File: src/rtl/core/dll_pkg.sv
package dll_pkg;

  localparam int unsigned CMD_W = 3;

  typedef enum logic [CMD_W-1:0] {
    CMD_PUSH_BACK  = 3'd0,
    CMD_PUSH_FRONT = 3'd1,
    CMD_REMOVE     = 3'd2,
    CMD_POP_FRONT  = 3'd3,
    CMD_POP_BACK   = 3'd4
  } cmd_e;

  // operation latched for the item in flight
  typedef enum logic [1:0] {
    OP_NONE,
    OP_PUSH_BACK,
    OP_PUSH_FRONT,
    OP_UNLINK
  } op_e;

  typedef struct packed {
    logic load;
    logic exec;
    logic fix;
    logic finish;
  } dll_ctrl_t;

  typedef struct packed {
    logic out_free;
  } dll_stat_t;

endpackage

File: src/rtl/core/dll_if.sv
interface dll_req_if #(
  parameter int unsigned ID_W = 4
);
  import dll_pkg::*;

  logic             valid;
  logic             ready;
  logic [CMD_W-1:0] command;
  logic [ID_W-1:0]  node_id;

  modport source (output valid, output command, output node_id, input ready);
  modport sink   (input valid, input command, input node_id, output ready);
endinterface

interface dll_rsp_if #(
  parameter int unsigned ID_W  = 4,
  parameter int unsigned CNT_W = 5
);
  logic             valid;
  logic             ready;
  logic [ID_W-1:0]  node_out;
  logic             node_valid;
  logic             list_empty;
  logic [CNT_W-1:0] count;

  modport source (
    output valid, output node_out, output node_valid, output list_empty, output count,
    input ready
  );
  modport sink (
    input valid, input node_out, input node_valid, input list_empty, input count,
    output ready
  );
endinterface

File: src/rtl/core/dll_ctrl.sv
module dll_ctrl (
  input  logic              clk_i,
  input  logic              rst_ni,
  input  logic              req_valid_i,
  output logic              req_ready_o,
  input  dll_pkg::dll_stat_t stat_i,
  output dll_pkg::dll_ctrl_t ctrl_o
);
  import dll_pkg::*;

  typedef enum logic [1:0] {
    ST_IDLE,
    ST_EXEC,
    ST_FIX
  } state_e;

  state_e state_q, state_d;
  logic   accept;

  // the next item may enter during write-back of the current one
  assign req_ready_o = (state_q == ST_IDLE) || ((state_q == ST_FIX) && stat_i.out_free);
  assign accept      = req_valid_i && req_ready_o;

  assign ctrl_o.load   = accept;
  assign ctrl_o.exec   = (state_q == ST_EXEC);
  assign ctrl_o.fix    = (state_q == ST_FIX);
  assign ctrl_o.finish = (state_q == ST_FIX) && stat_i.out_free;

  always_comb begin
    state_d = state_q;
    unique case (state_q)
      ST_IDLE: begin
        if (accept) state_d = ST_EXEC;
      end
      ST_EXEC: begin
        state_d = ST_FIX;
      end
      ST_FIX: begin
        if (stat_i.out_free) state_d = accept ? ST_EXEC : ST_IDLE;
      end
      default: begin
        state_d = ST_IDLE;
      end
    endcase
  end

  always_ff @(posedge clk_i or negedge rst_ni) begin
    if (!rst_ni) begin
      state_q <= ST_IDLE;
    end else begin
      state_q <= state_d;
    end
  end

endmodule

File: src/rtl/core/dll_dpath.sv
module dll_dpath #(
  parameter int unsigned NODE_COUNT = 16,
  parameter int unsigned ID_W       = 4,
  parameter int unsigned PTR_W      = 5
) (
  input  logic                      clk_i,
  input  logic                      rst_ni,
  input  dll_pkg::dll_ctrl_t        ctrl_i,
  output dll_pkg::dll_stat_t        stat_o,
  input  logic [dll_pkg::CMD_W-1:0] req_command_i,
  input  logic [ID_W-1:0]           req_node_id_i,
  input  logic                      rsp_ready_i,
  output logic                      rsp_valid_o,
  output logic [ID_W-1:0]           node_out_o,
  output logic                      node_valid_o,
  output logic                      list_empty_o,
  output logic [PTR_W-1:0]          count_o
);
  import dll_pkg::*;

  localparam logic [PTR_W-1:0] NIL = PTR_W'(NODE_COUNT);

  function automatic logic is_node(input logic [PTR_W-1:0] p);
    is_node = (p < NIL);
  endfunction

  // link memories, null link is NODE_COUNT
  logic [PTR_W-1:0] next_mem [NODE_COUNT];
  logic [PTR_W-1:0] prev_mem [NODE_COUNT];

  logic [PTR_W-1:0] head_q, head_d;
  logic [PTR_W-1:0] tail_q, tail_d;
  logic [PTR_W-1:0] cnt_q, cnt_d;
  op_e              op_q, op_d;
  logic [ID_W-1:0]  n_q, n_d;
  logic [PTR_W-1:0] next_rd_q, prev_rd_q;
  logic [PTR_W-1:0] fix_next_q, fix_next_d;
  logic [PTR_W-1:0] fix_prev_q, fix_prev_d;

  logic             next_we, prev_we;
  logic [ID_W-1:0]  next_wa, prev_wa;
  logic [PTR_W-1:0] next_wd, prev_wd;
  logic             rd_en;

  logic             rsp_valid_q;
  logic [ID_W-1:0]  node_out_q;
  logic             node_valid_q;
  logic             list_empty_q;
  logic [PTR_W-1:0] count_q;

  cmd_e             cmd;
  logic             id_ok;
  logic [PTR_W-1:0] n_ptr;
  logic [PTR_W-1:0] h_tmp, t_tmp;

  // decode of the incoming transaction
  always_comb begin
    cmd   = cmd_e'(req_command_i);
    id_ok = is_node(PTR_W'(req_node_id_i));
    op_d  = OP_NONE;
    n_d   = req_node_id_i;
    unique case (cmd)
      CMD_PUSH_BACK: begin
        if (id_ok) op_d = OP_PUSH_BACK;
      end
      CMD_PUSH_FRONT: begin
        if (id_ok) op_d = OP_PUSH_FRONT;
      end
      CMD_REMOVE: begin
        if (id_ok && is_node(head_q)) op_d = OP_UNLINK;
      end
      CMD_POP_FRONT: begin
        n_d = head_q[ID_W-1:0];
        if (is_node(head_q)) op_d = OP_UNLINK;
      end
      CMD_POP_BACK: begin
        n_d = tail_q[ID_W-1:0];
        if (is_node(tail_q) && is_node(head_q)) op_d = OP_UNLINK;
      end
      default: begin
        op_d = OP_NONE;
      end
    endcase
  end

  assign rd_en = ctrl_i.load && (op_d != OP_NONE);
  assign n_ptr = PTR_W'(n_q);

  // pointer update and neighbor link writes, then the node's own links
  always_comb begin
    head_d     = head_q;
    tail_d     = tail_q;
    cnt_d      = cnt_q;
    fix_next_d = fix_next_q;
    fix_prev_d = fix_prev_q;
    next_we    = 1'b0;
    prev_we    = 1'b0;
    next_wa    = n_q;
    prev_wa    = n_q;
    next_wd    = NIL;
    prev_wd    = NIL;
    h_tmp      = head_q;
    t_tmp      = tail_q;
    if (ctrl_i.exec) begin
      unique case (op_q)
        OP_PUSH_BACK, OP_PUSH_FRONT: begin
          if (!is_node(head_q)) begin
            head_d     = n_ptr;
            tail_d     = n_ptr;
            cnt_d      = PTR_W'(1);
            fix_next_d = NIL;
            fix_prev_d = NIL;
          end else if (op_q == OP_PUSH_BACK) begin
            if (is_node(tail_q)) begin
              next_we = 1'b1;
              next_wa = tail_q[ID_W-1:0];
              next_wd = n_ptr;
            end
            fix_next_d = NIL;
            fix_prev_d = tail_q;
            tail_d     = n_ptr;
            if (cnt_q < NIL) cnt_d = cnt_q + PTR_W'(1);
          end else begin
            prev_we    = 1'b1;
            prev_wa    = head_q[ID_W-1:0];
            prev_wd    = n_ptr;
            fix_next_d = head_q;
            fix_prev_d = NIL;
            head_d     = n_ptr;
            if (cnt_q < NIL) cnt_d = cnt_q + PTR_W'(1);
          end
        end
        OP_UNLINK: begin
          if (is_node(next_rd_q)) begin
            prev_we = 1'b1;
            prev_wa = next_rd_q[ID_W-1:0];
            prev_wd = prev_rd_q;
          end
          if (is_node(prev_rd_q)) begin
            next_we = 1'b1;
            next_wa = prev_rd_q[ID_W-1:0];
            next_wd = next_rd_q;
          end
          if (head_q == n_ptr) h_tmp = next_rd_q;
          if (tail_q == n_ptr) t_tmp = prev_rd_q;
          if (!is_node(h_tmp) || !is_node(t_tmp)) begin
            head_d = NIL;
            tail_d = NIL;
          end else begin
            head_d = h_tmp;
            tail_d = t_tmp;
          end
          if (cnt_q != '0) cnt_d = cnt_q - PTR_W'(1);
          fix_next_d = NIL;
          fix_prev_d = NIL;
        end
        default: begin
        end
      endcase
    end else if (ctrl_i.fix && (op_q != OP_NONE)) begin
      // repeats harmlessly while the output is stalled
      next_we = 1'b1;
      prev_we = 1'b1;
      next_wa = n_q;
      prev_wa = n_q;
      next_wd = fix_next_q;
      prev_wd = fix_prev_q;
    end
  end

  always_ff @(posedge clk_i) begin
    if (next_we) next_mem[next_wa] <= next_wd;
    if (prev_we) prev_mem[prev_wa] <= prev_wd;
    // write-first forwarding for a read that overlaps write-back
    if (rd_en) begin
      if (next_we && (next_wa == n_d)) begin
        next_rd_q <= next_wd;
      end else begin
        next_rd_q <= next_mem[n_d];
      end
      if (prev_we && (prev_wa == n_d)) begin
        prev_rd_q <= prev_wd;
      end else begin
        prev_rd_q <= prev_mem[n_d];
      end
    end
  end

  always_ff @(posedge clk_i) begin
    if (ctrl_i.load) n_q <= n_d;
    fix_next_q <= fix_next_d;
    fix_prev_q <= fix_prev_d;
    if (ctrl_i.finish) begin
      node_out_q   <= (op_q == OP_UNLINK) ? n_q : '0;
      node_valid_q <= (op_q == OP_UNLINK);
      list_empty_q <= !is_node(head_q);
      count_q      <= cnt_q;
    end
  end

  always_ff @(posedge clk_i or negedge rst_ni) begin
    if (!rst_ni) begin
      head_q      <= NIL;
      tail_q      <= NIL;
      cnt_q       <= '0;
      op_q        <= OP_NONE;
      rsp_valid_q <= 1'b0;
    end else begin
      head_q <= head_d;
      tail_q <= tail_d;
      cnt_q  <= cnt_d;
      if (ctrl_i.load) op_q <= op_d;
      if (ctrl_i.finish) begin
        rsp_valid_q <= 1'b1;
      end else if (rsp_ready_i) begin
        rsp_valid_q <= 1'b0;
      end
    end
  end

  assign stat_o.out_free = !rsp_valid_q || rsp_ready_i;

  assign rsp_valid_o  = rsp_valid_q;
  assign node_out_o   = node_out_q;
  assign node_valid_o = node_valid_q;
  assign list_empty_o = list_empty_q;
  assign count_o      = count_q;

endmodule

File: src/rtl/core/doubly_linked_list_manager.sv
// a request is loaded, executed and written back, its response registered at write-back once
// the output is free; the next request may enter during write-back: each link memory has one
//   write port and takes a neighbor link write, then the node's own, overlapping the next read
// reset: head and tail null, count zero, output empty; link memories keep no reset value
//   and can be read before written, as by a remove of a node that was never pushed
module doubly_linked_list_manager #(
  parameter int unsigned NODE_COUNT = 16
) (
  input  logic      clk_i,
  input  logic      rst_ni,
  dll_req_if.sink   req_i,
  dll_rsp_if.source rsp_o
);

  localparam int unsigned ID_W  = $clog2(NODE_COUNT);
  localparam int unsigned PTR_W = $clog2(NODE_COUNT + 1);

  dll_pkg::dll_ctrl_t ctrl;
  dll_pkg::dll_stat_t stat;

  dll_ctrl u_ctrl (
    .clk_i       (clk_i),
    .rst_ni      (rst_ni),
    .req_valid_i (req_i.valid),
    .req_ready_o (req_i.ready),
    .stat_i      (stat),
    .ctrl_o      (ctrl)
  );

  dll_dpath #(
    .NODE_COUNT (NODE_COUNT),
    .ID_W       (ID_W),
    .PTR_W      (PTR_W)
  ) u_dpath (
    .clk_i         (clk_i),
    .rst_ni        (rst_ni),
    .ctrl_i        (ctrl),
    .stat_o        (stat),
    .req_command_i (req_i.command),
    .req_node_id_i (req_i.node_id),
    .rsp_ready_i   (rsp_o.ready),
    .rsp_valid_o   (rsp_o.valid),
    .node_out_o    (rsp_o.node_out),
    .node_valid_o  (rsp_o.node_valid),
    .list_empty_o  (rsp_o.list_empty),
    .count_o       (rsp_o.count)
  );

endmodule

File: src/flat_wrapper.sv
// flat-port wrapper written by rule: the top's interface ports become plain ports
module doubly_linked_list_manager_flat import dll_pkg::*;
#(
  parameter int unsigned NODE_COUNT = 16
)
  (clk_i, rst_ni, req_i_valid, req_i_command, req_i_node_id, req_i_ready, rsp_o_valid, rsp_o_node_out, rsp_o_node_valid, rsp_o_list_empty, rsp_o_count, rsp_o_ready);
  dll_req_if #(.ID_W((4))) req_i_i ();
  dll_rsp_if #(.ID_W((4)), .CNT_W((5))) rsp_o_i ();
  input  logic clk_i;
  input  logic rst_ni;
  input wire logic [$bits(req_i_i.valid)-1:0] req_i_valid;
  input wire logic [$bits(req_i_i.command)-1:0] req_i_command;
  input wire logic [$bits(req_i_i.node_id)-1:0] req_i_node_id;
  output wire logic [$bits(req_i_i.ready)-1:0] req_i_ready;
  output wire logic [$bits(rsp_o_i.valid)-1:0] rsp_o_valid;
  output wire logic [$bits(rsp_o_i.node_out)-1:0] rsp_o_node_out;
  output wire logic [$bits(rsp_o_i.node_valid)-1:0] rsp_o_node_valid;
  output wire logic [$bits(rsp_o_i.list_empty)-1:0] rsp_o_list_empty;
  output wire logic [$bits(rsp_o_i.count)-1:0] rsp_o_count;
  input wire logic [$bits(rsp_o_i.ready)-1:0] rsp_o_ready;
  assign req_i_i.valid = req_i_valid;
  assign req_i_i.command = req_i_command;
  assign req_i_i.node_id = req_i_node_id;
  assign req_i_ready = req_i_i.ready;
  assign rsp_o_valid = rsp_o_i.valid;
  assign rsp_o_node_out = rsp_o_i.node_out;
  assign rsp_o_node_valid = rsp_o_i.node_valid;
  assign rsp_o_list_empty = rsp_o_i.list_empty;
  assign rsp_o_count = rsp_o_i.count;
  assign rsp_o_i.ready = rsp_o_ready;
  doubly_linked_list_manager #(.NODE_COUNT(NODE_COUNT)) u_core (.clk_i(clk_i), .rst_ni(rst_ni), .req_i(req_i_i), .rsp_o(rsp_o_i));
endmodule
File: config.mk
export PLATFORM = sky130hd
export DESIGN_NAME = doubly_linked_list_manager_flat
export DESIGN_NICKNAME = d
export VERILOG_FILES = /design/src/rtl/core/dll_pkg.sv /design/src/rtl/core/dll_if.sv /design/src/rtl/core/dll_ctrl.sv /design/src/rtl/core/dll_dpath.sv /design/src/rtl/core/doubly_linked_list_manager.sv /design/src/flat_wrapper.sv
export SDC_FILE = /design/constraint.sdc
export NUM_CORES = 1
export LEC_CHECK = 0
export ABC_AREA = 1
export BUFFER_PORTS_ARGS = -buffer_cell sky130_fd_sc_hd__buf_2
export CORE_UTILIZATION = 52
export CTS_CLUSTER_DIAMETER = 200
export CTS_CLUSTER_SIZE = 25
export DETAILED_ROUTE_END_ITERATION = 6
export PLACE_DENSITY = 0.68
export SYNTH_ARGS = -nofsm -noshare
export SYNTH_HDL_FRONTEND = slang
export SYNTH_SLANG_ARGS = --single-unit
File: constraint.sdc
create_clock -name clk_i -period 2.8 [get_ports clk_i]
set_input_delay 0.14 -clock clk_i [delete_from_list [all_inputs] [get_ports clk_i]]
set_output_delay 0.14 -clock clk_i [all_outputs]
set_load 0.1 [all_outputs]
==> run metrics, run 1 <==
critical setup path kind=register to register; Sink Count=215; die width=about 150 µm; asr flop ratio synth=a little under a tenth; crit path launch=u_core.u_dpath.op_q[0]$_DFFE_PN0P_; LEAKAGE=5.08 nW; overall routing resource usage=26.0%; layout cell share with drive strength beyond 1=11.2%; Die Ht=146 µm; CTS root buf=clkbuf_16; initial antenna violation count=0; #FFs+latches synth=215; total CTS buffers=12; post-synth cell types=43; sequential share of the synthesized area=59.3%; DRT antenna net count=0; area leader, netlist=edfxtp_1; WP data required=between 2 and 3 ns; dpl cell area=0.0114 mm²; clk slew on worst S/H paths=0.10 ns; P per Cell Area=694 mW/mm²; Tmin final=2.69 ns; clk_skew=0.0276 ns; PortBufs=23; flop2flop setup slack=0.11 ns; clk buf depth=3; share of synthesized cell area in and, or, nand and nor gates=around 25%; later-pin clock latency in the skew report=0.48 ns; largest net degree at the start of global routing=53; # Max-Cap Violations=0; Final Core Density=58.3%; Area Overhead vs Synth=9.96%; Setup Slack @ Placement=slightly below 0.1 ns; HPWL after DPL=18.9 mm; fin area=0.0118 mm²; CTS HTree Levels=1; n_diodes=0; Critical R2R Capture=u_core.u_dpath.next_mem[10][4]$_DFFE_PP_; net count after synthesis=1153; Setup TNS=0 ns; multiplexer area fraction after synthesis=0.0933%; DR pass1 iterations=5; mapped cell area=between 0.01 and 0.015 mm²; Post-Synth Adder-Cell Area=0.817%; Yosys top cell area share=54.6%; Crit path arrival time=roughly 2.8 ns; global-route wire length before repair=42.4 mm; synth top area cells=edfxtp_1, nand3_1, nand2_1; vias in the first global route=7700; Max FO, Critical Path=5; commonest cells after routing, fill and taps aside=nand3_1, nand2_1, edfxtp_1; Worst Max-Slew Pin Slew=about 0.91 ns; Compound-Gate Fraction of Synth Area=under 10%; IO Pins=24; most common cell after layout, fill and taps aside=nand3_1; setup slack after layout=0.114 ns; filler instances=between 1500 and 2000; DRT Wirelength=27.1 mm; initial core utilization=53.0%; synthesized area per cell=9.45 µm²; non-filler instance count after layout=1458; Synth Instances=1135; Iter 0 DRT Violations=702; crit path launch type=register; wire per inst=roughly 19 µm; Peak Freq=372 MHz; post-synthesis xor/xnor area fraction=less than 1%; Inst Count DP=1435; # DRC=0; Main synth FF type=edfxtp_1; grt total ovfl=0; Worst Reg-to-Reg Cells=10; critical path capture point type=register; Peak VDD IR=0.514 mV; GPL Wtd Cong=around 1.0; via count=8005; CTS tree=yes; worst hold path class=primary input to asynchronous set/reset pin; Final Max Tran Viols=0; Synth Warn #=0; Final setup viols=0; DIE AREA=between 0.02 and 0.025 mm²; status=finished, final reports clean; DR vias/cell=5.49; number of synthesized flops with an enable pin=195; Core Rows=52; Layout Nets=between 1000 and 1500; Rel. slew slack=39.1%; core area=between 0.02 and 0.025 mm²; Critical Path End=u_core.u_dpath.next_mem[10][4]$_DFFE_PP_; largest family of logic cells by synthesized area=simple AND/OR/NAND/NOR gates; crit share post-route=95.9%; RSZ-0062 raised after global routing=true; reg2reg start=u_core.u_dpath.op_q[0]$_DFFE_PN0P_; Final Hold Viols=0
==> worst min-delay path by stage <==
| stage | from | depth (start not counted) | to |
|---|---|---|---|
| final | rst_ni | 2 | u_core.u_dpath.head_q[3]$_DFFE_PN0P_ |
| after global routing | rst_ni | 2 | u_core.u_dpath.head_q[3]$_DFFE_PN0P_ |
| after CTS | rst_ni | 2 | u_core.u_dpath.head_q[2]$_DFFE_PN0P_ |
| after detailed placement | rst_ni | 1 | u_core.u_dpath.cnt_q[3]$_DFFE_PN0P_ |
| after global placement | rst_ni | 1 | u_core.u_dpath.cnt_q[3]$_DFFE_PN0P_ |
| after floorplan | rst_ni | 0 | u_core.u_ctrl.state_q[0]$_DFFE_PN0P_ |
==> synth_stat cells, drive strengths merged, types with 2 or more instances <==
cell type and number:
nand3 227, nand2 222, inv 197, edfxtp 195, nor2 83, o21ai 43
buf 35, nand3b 32, dfrtp 18, o22ai 14, a21oi 10, clkbuf 9
nand4 9, a22o 8, ha 7, nor3 7, a22oi 3, xor2 3
a21boi 2, and2 2, dfstp 2
==> stage by stage <==
stage / hold slack (ns) / power, mW
floorplan: -0.156 / 5.61
global placement: 0.114 / 6.31
detailed placement: 0.119 / 6.33
CTS: 0.144 / 8.19
global route: 0.203 / 8.55
finish: 0.133 / 8.18
==> metal layers <==
metal	global-route usage [%]	share of wire, %	vias to the layer above
met5	0	0	-
met4	9.37	3.3	0
met3	2.51	6.3	60
met2	43.0	47	314
met1	36.0	43	3748
li1	-	-	3883
==> final cells by class <==
type                    count  area [µm²]  area share [%]
flip-flops and latches    215        6360            53.9
multi-input cells         679        3410            28.9
inverters                 197         739            6.27
repair buffers             77         591            5.01
clock buffers              19         348            2.95
well taps                 270         338            2.87
clock inverters             1        11.3          0.0955
==> flip-flops by register name, indices dropped and copies added (netlist names) <==
| register | cells |
|---|---|
| u_core.u_dpath.prev_mem | 80 |
| u_core.u_dpath.next_mem | 80 |
| u_core.u_dpath.list_empty_o | 1 |
| u_core.u_dpath.rsp_valid_o | 1 |
| u_core.u_dpath.fix_prev_q | 5 |
| u_core.u_dpath.head_q | 5 |
| u_core.u_dpath.cnt_q | 5 |
| u_core.u_dpath.node_out_o | 4 |
| u_core.u_ctrl.state_q | 2 |
| u_core.u_dpath.next_rd_q | 5 |
| u_core.u_dpath.n_q | 4 |
| u_core.u_dpath.tail_q | 5 |
| u_core.u_dpath.node_valid_o | 1 |
| u_core.u_dpath.prev_rd_q | 5 |
| u_core.u_dpath.op_q | 2 |
| u_core.u_dpath.fix_next_q | 5 |
| u_core.u_dpath.count_o | 5 |
==> critical path, stage by stage, from the launching register on <==
cell     delay [ns]
dfrtp_1        0.41
inv_1          0.09
ha_1           0.38
nand2_2        0.10
nor2_1         0.19
nand2_1        0.17
o21ai_1        0.22
nand2_1        0.11
nand2_1        0.16
nand2_1        0.15
nor2_1         0.38
==> logic make-up (layout without fill, tap and decap cells) <==
group	after synthesis	in the layout
flip-flops	215	215
XOR/XNOR	4	4
AND/OR/NAND/NOR	583	583
multiplexers	1	1
adder cells (fa/ha/maj)	7	7
buffers and inverters	241	294
AO/OA/AOI/OAI	84	84
==> what timing repair did <==
item / 4_1_cts / 5_1_grt
endpoints found under the hold margin: 23 / 0
buffers inserted: 0 / 0
hold buffers: 3 / 0
gates resized for setup: 0 / 4
setup endpoints to repair: 0 / 75
==> report_power, final <==
part | internal (mW) | total (mW) | switching, mW
combinational | 0.641 | 2.29 | 1.65
sequential | 3.82 | 4.01 | 0.186
clock | 0.876 | 1.88 | 1.00
No activity file was read; power rests on OpenSTA's default activity.
==> run 2: changes to the inputs <==
CORE_ASPECT_RATIO = 1.2   (was default)
==> run 2 against run 1 <==
Compared with the run above:
- clock skew shrank 0.017 ns
- wire length shrank 0.79%
- clock power is essentially flat
- sequential power barely moved
- largest power group unchanged
==> run metrics, run 2 (synthesis results as in run 1) <==
Critical-path top delay cell=nor2_1; Worst Reg-to-Reg Cells=10 (unchanged); Critical Path End=u_core.u_dpath.next_mem[6][2]$_DFFE_PP_; # DRC=0 (unchanged); via count=7976 (-0.36%); CTS HTree Levels=1 (unchanged); clk_skew=0.0109 ns (-0.0167 ns); DR vias/cell=5.52 (+0.53%); Final setup viols=0 (unchanged); Final Core Density=57.9% (-0.36 points); DRT antenna net count=0 (unchanged); critical setup path kind=register to register; Rel. slew slack=52.5% (+13 points); CTS tree=yes; crit path launch type=register; reg2reg start=u_core.u_dpath.op_q[0]$_DFFE_PN0P_; Final Total Pwr=8.17 mW (about the same); Tmin final=2.67 ns (-0.0184 ns); CP max stage delay=0.44 ns (+0.03 ns); critical path capture point type=register; # Max-Cap Violations=0 (unchanged); PortBufs=23 (unchanged); most common cell after layout, fill and taps aside=nand3_1; Top Registers=u_core.u_dpath.next_mem (80), u_core.u_dpath.prev_mem (80); CTS root buf=clkbuf_16; Crit path arrival time=2.80 ns (about the same); Worst Max-Slew Pin Slew=0.712 ns (-0.201 ns); multi-input logic area=0.00342 mm² (+0.51%); status=finished, final reports clean; Peak VDD IR=0.638 mV (+24%); Final Max Tran Viols=0 (unchanged); crit path launch=u_core.u_dpath.op_q[0]$_DFFE_PN0P_; later-pin clock latency in the skew report=0.48 ns (about the same); total area of sequential cells=0.00636 mm² (unchanged); Core Rows=57 (+9.6%); Sink Count=215 (unchanged); filler instances=1809 (+0.61%); clk buf depth=3 (unchanged); Setup Slack @ Placement=0.161 ns (+0.0620 ns); WP data required=2.93 ns (about the same); DR pass1 iterations=6 (+1); grt total ovfl=0 (unchanged); setup slack after layout=0.132 ns (+0.0184 ns); flop2flop setup slack=0.13 ns (+0.02 ns); postcts setup bufs=0 (unchanged); die width=133 µm (-8.6%); IO Pins=24 (unchanged); core area=0.0203 mm² (about the same); Die Ht=159 µm (+9.4%); Peak Freq=375 MHz (+0.69%); commonest cells after routing, fill and taps aside=nand3_1, nand2_1, edfxtp_1; wire per inst=18.6 µm (about the same); initial core utilization=52.9% (about the same); Cell Chain, Critical Path=inv_1 > ha_1 > nand2_2 > nor3_2 > nand2_1 > nand2_1 > nand2_1 > nand2_1 > nand3_1 > nor2_1; overall routing resource usage=26.2% (+0.21 points); RSZ-0062 raised after global routing=true; DRT Wirelength=26.8 mm (-0.79%); n_diodes=0 (unchanged); largest net degree at the start of global routing=71 (+34%); cell mode on critical path=nand2_1; crit share post-route=95.3% (-0.66 points); global-route wire length before repair=42.6 mm (+0.57%); layout cell share with drive strength beyond 1=11.4% (+0.16 points); Final Hold Viols=0 (unchanged); initial antenna violation count=0 (unchanged); Critical R2R Capture=u_core.u_dpath.next_mem[6][2]$_DFFE_PP_; total CTS buffers=12 (unchanged); HPWL after DPL=18.3 mm (-3.2%); GPL Wtd Cong=1.14 (+14%); LEAKAGE=5.04 nW (-0.79%); P per Cell Area=697 mW/mm² (+0.43%); worst hold path class=primary input to asynchronous set/reset pin; DIE AREA=0.0212 mm² (about the same); vias in the first global route=7722 (+0.29%); Iter 0 DRT Violations=680 (-3.1%); Layout Nets=1192 (-0.67%); clk slew on worst S/H paths=0.09 ns (about the same); Max FO, Critical Path=5 (unchanged); Area Overhead vs Synth=9.39%
==> run 2: cell count changes in the layout (fill, tap and decap cells not counted), sizes merged <==
cell / delta
buf: -8
==> run 2: per-stage QoR <==
| stage | TNS [ns] | cells | hold slack [ns] | instance area, µm² |
|---|---|---|---|---|
| final | 0 | 1445 | 0.145 | 11700 |
| after global routing | -0.394 | 1445 | 0.176 | 11700 |
| after CTS | 0 | 1445 | 0.148 | 11700 |
| after detailed placement | 0 | 1422 | 0.122 | 11300 |
| after global placement | 0 | 1422 | 0.118 | 11300 |
| after floorplan | 0 | 1135 | -0.156 | 10700 |
==> run 2: layout make-up <==
cell class                 count  share of cell area, %
multi-input combinational    679                   29.2
tap                          265                   2.83
inverter                     197                   6.30
clock buffer                  19                   2.97
timing repair buffer          69                   4.42
sequential                   215                   54.2
clock inverter                 1                 0.0960
==> run 2: what timing repair did <==
item                                    4_1_cts  5_1_grt
endpoints found under the hold margin        22        0
endpoints found under the setup margin        0       50
gates resized for setup                       0       12
hold buffers                                  3        0
==> run 2: worst max-delay path, delay by kind of cell, from the launching register on <==
kind	cells	cell delay [ns]
buf+inv	1	0.10
fa+ha+maj	1	0.38
flops	1	0.41
simple gates	8	1.44
==> run 2: power breakdown <==
group | total [mW] | internal [mW] | switching (mW)
Clock | 1.88 | 0.876 | 1.01
Combinational | 2.28 | 0.618 | 1.66
Sequential | 4.02 | 3.82 | 0.192
Total | 8.17 | 5.32 | 2.86
==> run 2: worst min path at each step <==
stage,start,endpoint
2_1_floorplan,rst_ni,u_core.u_ctrl.state_q[0]$_DFFE_PN0P_
3_3_place_gp,rst_ni,u_core.u_dpath.rsp_valid_o$_DFFE_PN0P_
3_5_place_dp,rst_ni,u_core.u_dpath.rsp_valid_o$_DFFE_PN0P_
4_1_cts,rst_ni,u_core.u_dpath.rsp_valid_o$_DFFE_PN0P_
5_1_grt,rst_ni,u_core.u_dpath.rsp_valid_o$_DFFE_PN0P_
6_report,rst_ni,u_core.u_dpath.rsp_valid_o$_DFFE_PN0P_
==> run 2: layer usage <==
| layer | wire length, µm | GRT usage [%] | up-vias |
|---|---|---|---|
| li1 | - | - | 3869 |
| met1 | 11100 | 34.8 | 3754 |
| met2 | 13200 | 44.1 | 286 |
| met3 | 1640 | 2.96 | 67 |
| met4 | 866 | 10.4 | 0 |
| met5 | 0 | 0 | - |
